[src/rtl/rcp_pkg.sv]
// Shared types and constants for the rotor cipher with plugboard.
// Used by rcp_rotor, rcp_plugboard and rotor_cipher_with_plugboard; no dependencies.
`default_nettype none

package rcp_pkg;

   // Fixed field widths of the request and response channels.
   localparam int LetterW  = 5;
   localparam int SelW     = 2;
   localparam int KindW    = 2;
   localparam int ReqDataW = 24;
   localparam int RspDataW = 8;
   localparam int CsrW     = 2;

   // Request kinds carried on req_tuser.
   typedef enum logic [KindW-1:0] {
      KIND_CIPHER   = 2'd0,
      KIND_WIRING   = 2'd1,
      KIND_PLUG     = 2'd2,
      KIND_POSITION = 2'd3
   } req_kind_type;

   // Per-rotor update controls from the top level to one rotor.
   typedef struct packed {
      logic               wire_we;
      logic               pos_we;
      logic               step_en;
      logic [LetterW-1:0] index;
      logic [LetterW-1:0] value;
   } rotor_ctrl_type;

endpackage

`default_nettype wire

[src/rtl/rcp_rotor.sv]
// One rotor: forward and inverse wiring tables, position register and lookups.
// Depends on rcp_pkg.
`default_nettype none

module rcp_rotor #(
   parameter int ALPHABET_SIZE = 26
) (
   input  wire logic                        clock,
   input  wire logic                        reset,
   input  wire rcp_pkg::rotor_ctrl_type     ctrl,
   input  wire logic [rcp_pkg::LetterW-1:0] fwd_in,
   output logic      [rcp_pkg::LetterW-1:0] fwd_out,
   input  wire logic [rcp_pkg::LetterW-1:0] bwd_in,
   output logic      [rcp_pkg::LetterW-1:0] bwd_out,
   output logic                             wrap
);

   localparam int IdxW = (ALPHABET_SIZE > 1) ? $clog2(ALPHABET_SIZE) : 1;
   localparam logic [rcp_pkg::LetterW:0] SizeW = (rcp_pkg::LetterW + 1)'(ALPHABET_SIZE);

   logic [rcp_pkg::LetterW-1:0] fwd_table_ff [ALPHABET_SIZE];
   logic [rcp_pkg::LetterW-1:0] inv_table_ff [ALPHABET_SIZE];
   logic [rcp_pkg::LetterW-1:0] position_ff;
   logic [rcp_pkg::LetterW-1:0] position_in;
   logic [rcp_pkg::LetterW:0]   fwd_sum;
   logic [rcp_pkg::LetterW:0]   fwd_idx;
   logic [rcp_pkg::LetterW-1:0] inv_val;
   logic [rcp_pkg::LetterW:0]   bwd_diff;

   assign wrap = (position_ff == rcp_pkg::LetterW'(ALPHABET_SIZE - 1));

   // Forward lookup at (c + position) mod size.
   assign fwd_sum = {1'b0, fwd_in} + {1'b0, position_ff};
   assign fwd_idx = (fwd_sum >= SizeW) ? (fwd_sum - SizeW) : fwd_sum;
   assign fwd_out = fwd_table_ff[fwd_idx[IdxW-1:0]];

   // Backward lookup gives (inverse[c] - position) mod size.
   assign inv_val  = inv_table_ff[bwd_in[IdxW-1:0]];
   assign bwd_diff = {1'b0, inv_val} + SizeW - {1'b0, position_ff};
   assign bwd_out  = (bwd_diff >= SizeW) ? rcp_pkg::LetterW'(bwd_diff - SizeW)
                                         : bwd_diff[rcp_pkg::LetterW-1:0];

   always_comb begin
      position_in = position_ff;
      if (ctrl.pos_we) begin
         position_in = ctrl.value;
      end else if (ctrl.step_en) begin
         position_in = wrap ? '0 : position_ff + rcp_pkg::LetterW'(1);
      end
   end

   always_ff @(posedge clock) begin
      if (reset) begin
         position_ff <= '0;
      end else begin
         position_ff <= position_in;
      end
   end

   always_ff @(posedge clock) begin
      if (reset) begin
         for (int i = 0; i < ALPHABET_SIZE; i++) begin
            fwd_table_ff[i] <= rcp_pkg::LetterW'(i);
            inv_table_ff[i] <= rcp_pkg::LetterW'(i);
         end
      end else if (ctrl.wire_we) begin
         fwd_table_ff[ctrl.index[IdxW-1:0]] <= ctrl.value;
         inv_table_ff[ctrl.value[IdxW-1:0]] <= ctrl.index;
      end
   end

endmodule

`default_nettype wire

[src/rtl/rcp_plugboard.sv]
// Plugboard table that serves as the reflector, with its write port.
// Depends on rcp_pkg.
`default_nettype none

module rcp_plugboard #(
   parameter int ALPHABET_SIZE = 26
) (
   input  wire logic                        clock,
   input  wire logic                        reset,
   input  wire logic                        wr_en,
   input  wire logic [rcp_pkg::LetterW-1:0] wr_index,
   input  wire logic [rcp_pkg::LetterW-1:0] wr_value,
   input  wire logic [rcp_pkg::LetterW-1:0] letter_in,
   output logic      [rcp_pkg::LetterW-1:0] letter_out
);

   localparam int IdxW = (ALPHABET_SIZE > 1) ? $clog2(ALPHABET_SIZE) : 1;

   logic [rcp_pkg::LetterW-1:0] plug_table_ff [ALPHABET_SIZE];

   assign letter_out = plug_table_ff[letter_in[IdxW-1:0]];

   always_ff @(posedge clock) begin
      if (reset) begin
         for (int i = 0; i < ALPHABET_SIZE; i++) begin
            plug_table_ff[i] <= rcp_pkg::LetterW'(i);
         end
      end else if (wr_en) begin
         plug_table_ff[wr_index[IdxW-1:0]] <= wr_value;
      end
   end

endmodule

`default_nettype wire

[src/rtl/rotor_cipher_with_plugboard.sv]
// Top level of the rotor cipher with plugboard: request register, rotor chain and
// response register. Depends on rcp_pkg, rcp_rotor and rcp_plugboard.
`default_nettype none

// Usage
// Requests arrive on req_* and carry a kind on req_tuser: cipher a letter, write a
// rotor wiring entry, write a plugboard entry, or set a rotor position. Every request
// produces exactly one response on rsp_*; rsp_tuser flags a cipher letter, and
// non-cipher requests answer with a zero letter.
// A request is captured in the request register, runs through the forward rotors,
// the plugboard and the backward rotors combinationally, and lands in the response
// register. rsp_tvalid rises once the request has moved into the response register,
// and a new request is taken every cycle while the receiver does not stall.
// Table writes and rotor stepping take effect when the request leaves the request
// register, so the very next request sees them.
// When the receiver stalls, the response register holds and the request register
// keeps one more request; req_tready then drops until rsp_tready returns.
// Synchronous reset empties both registers, loads identity wiring into every rotor
// and the plugboard, clears all rotor positions and sets three rotors in use.
// csr_wr_data sets the number of rotors in use; write it only while the block idles.
module rotor_cipher_with_plugboard #(
   parameter int NUM_ROTORS    = 3,
   parameter int ALPHABET_SIZE = 26
) (
   input  wire logic                         clock,
   input  wire logic                         reset,
   input  wire logic                         csr_wr_en,
   input  wire logic [rcp_pkg::CsrW-1:0]     csr_wr_data,  // active_rotors
   input  wire logic                         req_tvalid,
   output logic                              req_tready,
   // [4:0] letter, [6:5] rotor_sel, [11:7] entry_index, [16:12] entry_value
   input  wire logic [rcp_pkg::ReqDataW-1:0] req_tdata,
   input  wire logic [rcp_pkg::KindW-1:0]    req_tuser,    // [1:0] req_type
   output logic                              rsp_tvalid,
   input  wire logic                         rsp_tready,
   output logic      [rcp_pkg::RspDataW-1:0] rsp_tdata,    // [4:0] cipher_letter
   output logic                              rsp_tuser     // [0] is_cipher
);

   localparam int LW = rcp_pkg::LetterW;
   localparam logic [LW:0] SizeW = (LW + 1)'(ALPHABET_SIZE);

   // Constant table reducing any 5-bit value modulo the alphabet size.
   logic [LW-1:0] mod_lut [2**LW];

   for (genvar i = 0; i < 2**LW; i++) begin : g_mod
      assign mod_lut[i] = LW'(i % ALPHABET_SIZE);
   end

   // Configuration register.
   logic [rcp_pkg::CsrW-1:0] active_rotors_ff;

   always_ff @(posedge clock) begin
      if (reset) begin
         active_rotors_ff <= rcp_pkg::CsrW'(3);
      end else if (csr_wr_en) begin
         active_rotors_ff <= csr_wr_data;
      end
   end

   // Request register.
   logic                      s1_valid_ff;
   rcp_pkg::req_kind_type     s1_kind_ff;
   logic [LW-1:0]             s1_letter_ff;
   logic [rcp_pkg::SelW-1:0]  s1_sel_ff;
   logic [LW-1:0]             s1_index_ff;
   logic [LW-1:0]             s1_value_ff;
   logic                      s1_fire;
   logic                      req_fire;

   // Response register.
   logic                      rsp_valid_ff;
   logic [LW-1:0]             rsp_letter_ff;
   logic                      rsp_is_cipher_ff;

   // The request register moves on whenever the response register is free or drains.
   assign s1_fire    = s1_valid_ff && (!rsp_valid_ff || rsp_tready);
   assign req_tready = !s1_valid_ff || s1_fire;
   assign req_fire   = req_tvalid && req_tready;

   always_ff @(posedge clock) begin
      if (reset) begin
         s1_valid_ff <= 1'b0;
      end else if (req_tready) begin
         s1_valid_ff <= req_tvalid;
      end
   end

   // Letters and written values are reduced modulo the alphabet size on capture.
   always_ff @(posedge clock) begin
      if (req_fire) begin
         s1_kind_ff   <= rcp_pkg::req_kind_type'(req_tuser);
         s1_letter_ff <= mod_lut[req_tdata[4:0]];
         s1_sel_ff    <= req_tdata[6:5];
         s1_index_ff  <= req_tdata[11:7];
         s1_value_ff  <= mod_lut[req_tdata[16:12]];
      end
   end

   // Rotor chain. Rotors at or above the count in use pass the letter unchanged;
   // since they sit at the top of the chain, the backward pass skips them as well.
   logic [LW-1:0]           fwd_chain [NUM_ROTORS+1];
   logic [LW-1:0]           bwd_chain [NUM_ROTORS+1];
   logic [LW-1:0]           fwd_out   [NUM_ROTORS];
   logic [LW-1:0]           bwd_out   [NUM_ROTORS];
   logic                    wrap      [NUM_ROTORS];
   logic                    active    [NUM_ROTORS];
   logic                    step_en   [NUM_ROTORS];
   rcp_pkg::rotor_ctrl_type rotor_ctrl [NUM_ROTORS];
   logic                    index_ok;
   logic                    is_cipher;

   assign index_ok     = {1'b0, s1_index_ff} < SizeW;
   assign is_cipher    = (s1_kind_ff == rcp_pkg::KIND_CIPHER);
   assign fwd_chain[0] = s1_letter_ff;

   for (genvar r = 0; r < NUM_ROTORS; r++) begin : g_rotor
      assign active[r] = int'(active_rotors_ff) > r;

      // Odometer stepping: rotor 0 steps on every cipher request while it is in use, and each later
      // rotor in use steps when the one below it steps and wraps.
      if (r == 0) begin : g_first
         assign step_en[r] = s1_fire && is_cipher && active[r];
      end else begin : g_next
         assign step_en[r] = step_en[r-1] && wrap[r-1] && active[r];
      end

      assign rotor_ctrl[r].wire_we = s1_fire && (s1_kind_ff == rcp_pkg::KIND_WIRING)
                                     && (int'(s1_sel_ff) == r) && index_ok;
      assign rotor_ctrl[r].pos_we  = s1_fire && (s1_kind_ff == rcp_pkg::KIND_POSITION)
                                     && (int'(s1_sel_ff) == r);
      assign rotor_ctrl[r].step_en = step_en[r];
      assign rotor_ctrl[r].index   = s1_index_ff;
      assign rotor_ctrl[r].value   = s1_value_ff;

      rcp_rotor #(
         .ALPHABET_SIZE (ALPHABET_SIZE)
      ) u_rotor (
         .clock   (clock),
         .reset   (reset),
         .ctrl    (rotor_ctrl[r]),
         .fwd_in  (fwd_chain[r]),
         .fwd_out (fwd_out[r]),
         .bwd_in  (bwd_chain[r+1]),
         .bwd_out (bwd_out[r]),
         .wrap    (wrap[r])
      );

      assign fwd_chain[r+1] = active[r] ? fwd_out[r] : fwd_chain[r];
      assign bwd_chain[r]   = active[r] ? bwd_out[r] : bwd_chain[r+1];
   end

   logic plug_we;

   assign plug_we = s1_fire && (s1_kind_ff == rcp_pkg::KIND_PLUG) && index_ok;

   rcp_plugboard #(
      .ALPHABET_SIZE (ALPHABET_SIZE)
   ) u_plugboard (
      .clock      (clock),
      .reset      (reset),
      .wr_en      (plug_we),
      .wr_index   (s1_index_ff),
      .wr_value   (s1_value_ff),
      .letter_in  (fwd_chain[NUM_ROTORS]),
      .letter_out (bwd_chain[NUM_ROTORS])
   );

   // Response register.
   always_ff @(posedge clock) begin
      if (reset) begin
         rsp_valid_ff <= 1'b0;
      end else if (!rsp_valid_ff || rsp_tready) begin
         rsp_valid_ff <= s1_valid_ff;
      end
   end

   always_ff @(posedge clock) begin
      if (s1_fire) begin
         rsp_letter_ff    <= is_cipher ? bwd_chain[0] : '0;
         rsp_is_cipher_ff <= is_cipher;
      end
   end

   assign rsp_tvalid = rsp_valid_ff;
   assign rsp_tdata  = {(rcp_pkg::RspDataW - LW)'(0), rsp_letter_ff};
   assign rsp_tuser  = rsp_is_cipher_ff;

`ifndef SYNTH
   // A cipher request leaving the request register shows up as a cipher response.
   a_cipher_flag: assert property (@(posedge clock) disable iff (reset)
      s1_fire && is_cipher |=> rsp_tvalid && rsp_tuser)
      else $error("cipher request did not produce a cipher response");

   // Every delivered response letter lies inside the alphabet.
   a_letter_range: assert property (@(posedge clock) disable iff (reset)
      rsp_tvalid |-> ({1'b0, rsp_tdata[LW-1:0]} < SizeW))
      else $error("response letter outside the alphabet");

   // Back-pressure reaches the request side only when both registers are full
   // and the receiver is stalling.
   a_ready_cause: assert property (@(posedge clock) disable iff (reset)
      !req_tready |-> s1_valid_ff && rsp_valid_ff && !rsp_tready)
      else $error("request side stalled without cause");

   // Non-cipher responses carry a zero letter.
   a_zero_letter: assert property (@(posedge clock) disable iff (reset)
      s1_fire && !is_cipher |=> rsp_tdata == '0)
      else $error("non-cipher response carries a letter");
`endif

endmodule

`default_nettype wire
[config.mk]
export PLATFORM = sky130hd
export DESIGN_NAME = rotor_cipher_with_plugboard
export DESIGN_NICKNAME = d
export VERILOG_FILES = /design/src/rtl/rcp_pkg.sv /design/src/rtl/rcp_rotor.sv /design/src/rtl/rcp_plugboard.sv /design/src/rtl/rotor_cipher_with_plugboard.sv
export SDC_FILE = /design/constraint.sdc
export NUM_CORES = 2
export LEC_CHECK = 0
export BUFFER_PORTS_ARGS = -buffer_cell sky130_fd_sc_hd__buf_2
export CAP_MARGIN = 25
export CORE_MARGIN = 8
export CORE_UTILIZATION = 53
export CTS_BUF_LIST = sky130_fd_sc_hd__clkbuf_16
export DETAILED_ROUTE_END_ITERATION = 16
export PLACE_DENSITY = 0.69
export SLEW_MARGIN = 20
export SYNTH_ARGS = -nofsm -noshare
export SYNTH_HDL_FRONTEND = slang
export SYNTH_HIERARCHICAL = 1
export SYNTH_SLANG_ARGS = --single-unit
[constraint.sdc]
create_clock -name clock -period 57 [get_ports clock]
set_input_delay 5.7 -clock clock [delete_from_list [all_inputs] [get_ports clock]]
set_output_delay 5.7 -clock clock [all_outputs]
set_load 0.01 [all_outputs]
==> reports/summary.md <==
The flow ran to the end, and the final reports show no timing, DRC or antenna violations. The hold violation total from the final report was 0; the die outline area was 118000 µm². The final layout contains 4221 nets. The clock passes through at most 3 buffers.

The run gives 0.302 as the relative max-transition margin. The initialized floorplan defines 120 standard-cell rows. Share of the clock period used by the worst path after layout: 0.463.

The register-to-register setup slack is 30.60 ns, and the detailed-route vias per instance is 6.11. For this run, the detailed router's first-pass iteration total came to 6. The tools report the total track usage as 0.220.

After filler insertion, the fill cell instance count of the layout stands at 8255. Pin placement for this block handled 44 I/O pins. Critical path endpoint category: a flip-flop.

Counting every sink on the clock net gives 1164. Number of synthesis warnings: 6. The capture point of the critical path is rsp_letter_ff[2]. The synthesized area divided by synthesized cell count was 13.3 µm²; the post-route antenna net violation count was 0.

Of all nets on the critical path, the largest fanout is 81. For the pin with the worst max-slew slack, the measured transition is 1.04 ns. For this run, the top clock speed supported by timing is 37.9 MHz.

The critical path data required time is 57.47 ns, and the setup-violating endpoint count in the final report is 0. Post-CTS repair changed the size of 0 cells. Synthesis handed over a netlist of 4270 instances. The share of flip-flops with an asynchronous set or reset is 0, and the total CTS buffers is 119. After global routing the overflow that remains totals 0. The critical path crosses 87 cells after its start point.

In this run the horizontal extent of the chip is 344 µm. On the worst path, the slowest cell contributes a delay of 0.81 ns. The final routed wirelength across all metal layers is 131000 µm, and the number of buffers inserted by post-CTS setup repair is 0.

The number of cells on the worst reg-to-reg path is 87. Between clock sinks in the finished design, the worst skew comes to 0.0397 ns. The later pin in the worst-skew pair is clocked with a latency of 0.71 ns. Among the stages of the critical path, the cell type that occurs most often is ha_1. Counting both buffers and inverters, the worst setup path holds a total of 11. For the number of antenna violations at the first check in global routing, the log shows 1. For the final sum of negative setup slack, the log shows 0 ns. The number of enable-type register cells in the synthesized netlist was 1145. In this run the number of H-tree levels came out at 3. The data arrival at the endpoint of the critical path was 26.87 ns.

The startpoint of the worst register-to-register path was s1_letter_ff[0]. Among all stages on the critical path, the largest delay is contributed by and3_1. The category of the worst setup path launch point is a flip-flop.

The run gives 0 as the quantity of hold-fixing buffers added after cts. Setup repair after global routing left no endpoint under its margin. The sequential fraction of the synthesis area is 0.611. The first-pass GRT wire length is 202000 µm, and the share of final-layout standard cells stronger than drive strength 1 is 0.183.

The minimum clock period after layout was 26.40 ns. The tree is rooted in a clkbuf_16. The setup path with the least slack is of type flip-flop to flip-flop. The signed area change from the synthesized netlist to the final layout was 8.60%.

Port buffering added 33 buffers. TritonCTS built the clock tree. The tools report the number of distinct standard cells referenced by the synthesized netlist as 92. Post-synthesis instance area: 56900 µm². Prevailing post-synth register cell: edfxtp_1. After detailed routing, the number of remaining DRC violations is 0. The kind of cell with the highest combined delay along the critical path is multiplexers. The worst hold path belongs to the class flip-flop to flip-flop. Dividing the detail-routed wire length by the instance count gives 23.2 µm. The HPWL after detailed placement is 77600 µm. The final route contains 34400 vias.

The number of pins with negative max-slew slack in the final report was 0; the die span in y was 344 µm. The register bit count reported by yosys was 1164; the core area was 107000 µm². Max-cap violations in this run came to 0. The effective utilization at floorplan came out at 0.533. The final weighted congestion in routability-driven placement is 0.839. Clock transition at the registers of the reported paths: 0.06 ns.

The largest net degree at the start of global routing was 156; the number of DRC markers in iteration 0 was 3408. The endpoint identified for the worst register-to-register timing path is rsp_letter_ff[2]. In this run the worst setup path begins at s1_letter_ff[0]. The run gives 34400 as the via count of the first global-routing pass.
==> worst min path at each step <==
stage	slack, ns	end	from	cells past startpoint
2_1_floorplan	0.51	rsp_tvalid	s1_valid_ff	2
3_3_place_gp	0.53	rsp_tvalid	s1_valid_ff	2
3_5_place_dp	0.56	rsp_tvalid	s1_valid_ff	2
4_1_cts	0.57	rsp_tvalid	s1_valid_ff	2
5_1_grt	0.60	rsp_tvalid	s1_valid_ff	2
6_report	0.57	rsp_tvalid	s1_valid_ff	2
==> sequential cells by signal (all words and copies together), names as in the netlist <==
signal	cells
u_plugboard/plug_table_ff	160
rsp_tvalid	1
s1_kind_ff	2
g_rotor.u_rotor/fwd_table_ff	480
s1_value_ff	5
g_rotor.u_rotor/inv_table_ff	480
rsp_tuser	1
active_rotors_ff	2
g_rotor.u_rotor/position_ff	15
s1_valid_ff	1
s1_sel_ff	2
s1_index_ff	5
rsp_letter_ff	5
s1_letter_ff	5
==> tightest hold or removal path: cells and delay by family (launching register included) <==
family | cells | cell delay, ns
flip-flops | 1 | 0.35
AND/OR/NAND/NOR | 2 | 0.17
==> cell usage after synthesis, types with 15 or more instances <==
cell type	count	area [µm²]
mux2_2	19	214
a21oi_1	64	320
nor2_1	309	1160
edfxtp_1	1145	34400
a211oi_1	54	405
clkbuf_1	278	1040
or2_2	188	1180
or3_1	413	2580
buf_4	16	120
and3_1	59	369
ha_1	54	676
buf_1	15	56.3
nand3_1	129	646
mux2i_1	92	921
buf_2	36	180
inv_1	54	203
nand4_1	16	100
nand3b_1	25	188
mux4_2	224	5040
nand2_1	168	631
dfxtp_1	19	380
nor3_1	15	75.1
a31oi_1	27	169
and2_1	514	3220
o21ai_0	73	365
==> area by class of cell <==
type	count	area, µm²	share of cell area
antenna	1	2.50	0.0000405
clock buffer	120	3000	0.0486
clock inverter	96	840	0.0136
inverter	56	215	0.00348
multi-input combinational	2696	20500	0.332
sequential	1164	34800	0.562
tap	1403	1760	0.0284
timing repair buffer	91	737	0.0119
==> cell usage in the layout (no fill, tap or decap), types with 16 or more instances in the layout <==
cell        netlist  routed
edfxtp_1       1145    1145
and2_1          514     514
or3_1           413     413
nor2_1          309     308
mux4_2          224     224
or2_2           188     188
nand2_1         168     168
nand3_1         129     128
clkbuf_16         0     120
mux2i_1          92      92
o21ai_0          73      73
inv_1            54      70
a21oi_1          64      61
and3_1           59      59
a211oi_1         54      54
ha_1             54      54
buf_4            16      45
buf_2            36      32
a31oi_1          27      27
nand3b_1         25      25
clkinv_1          1      22
clkinv_2          0      22
dfxtp_1          19      19
mux2_2           19      18
clkinvlp_4        0      16
nand4_1          16      16
==> stage by stage <==
stage               utilization  setup WS [ns]  hold slack, ns  std cells  instance area (µm²)
detailed placement        0.542          30.48           0.559       5406                57900
global route              0.579          29.00           0.596       5626                61800
global placement          0.542          30.74           0.529       5403                57800
finish                    0.579          30.60           0.568       5627                61800
floorplan                     -          36.61           0.508       4272                56900
CTS                       0.578          30.37           0.572       5622                61700
==> cell families after synthesis <==
family | synth area share
AOI/OAI and AO/OA | 0.0407
xor gates and xnor gates | 0.00334
adders and majority gates | 0.0140
buffers and inverters | 0.0306
DFF | 0.611
muxes | 0.109
other | 0.0000659
and+or+nand+nor | 0.192
==> routing by layer <==
metal	wire length, µm	up-vias	GRT usage
li1	-	15700	-
met1	55500	17300	0.305
met2	62400	1175	0.361
met3	9230	237	0.0337
met4	3360	0	0.0624
met5	0	-	0
Power is not shown: default switching activity piles up to over one toggle a cycle in this logic, so the estimate is an artifact.
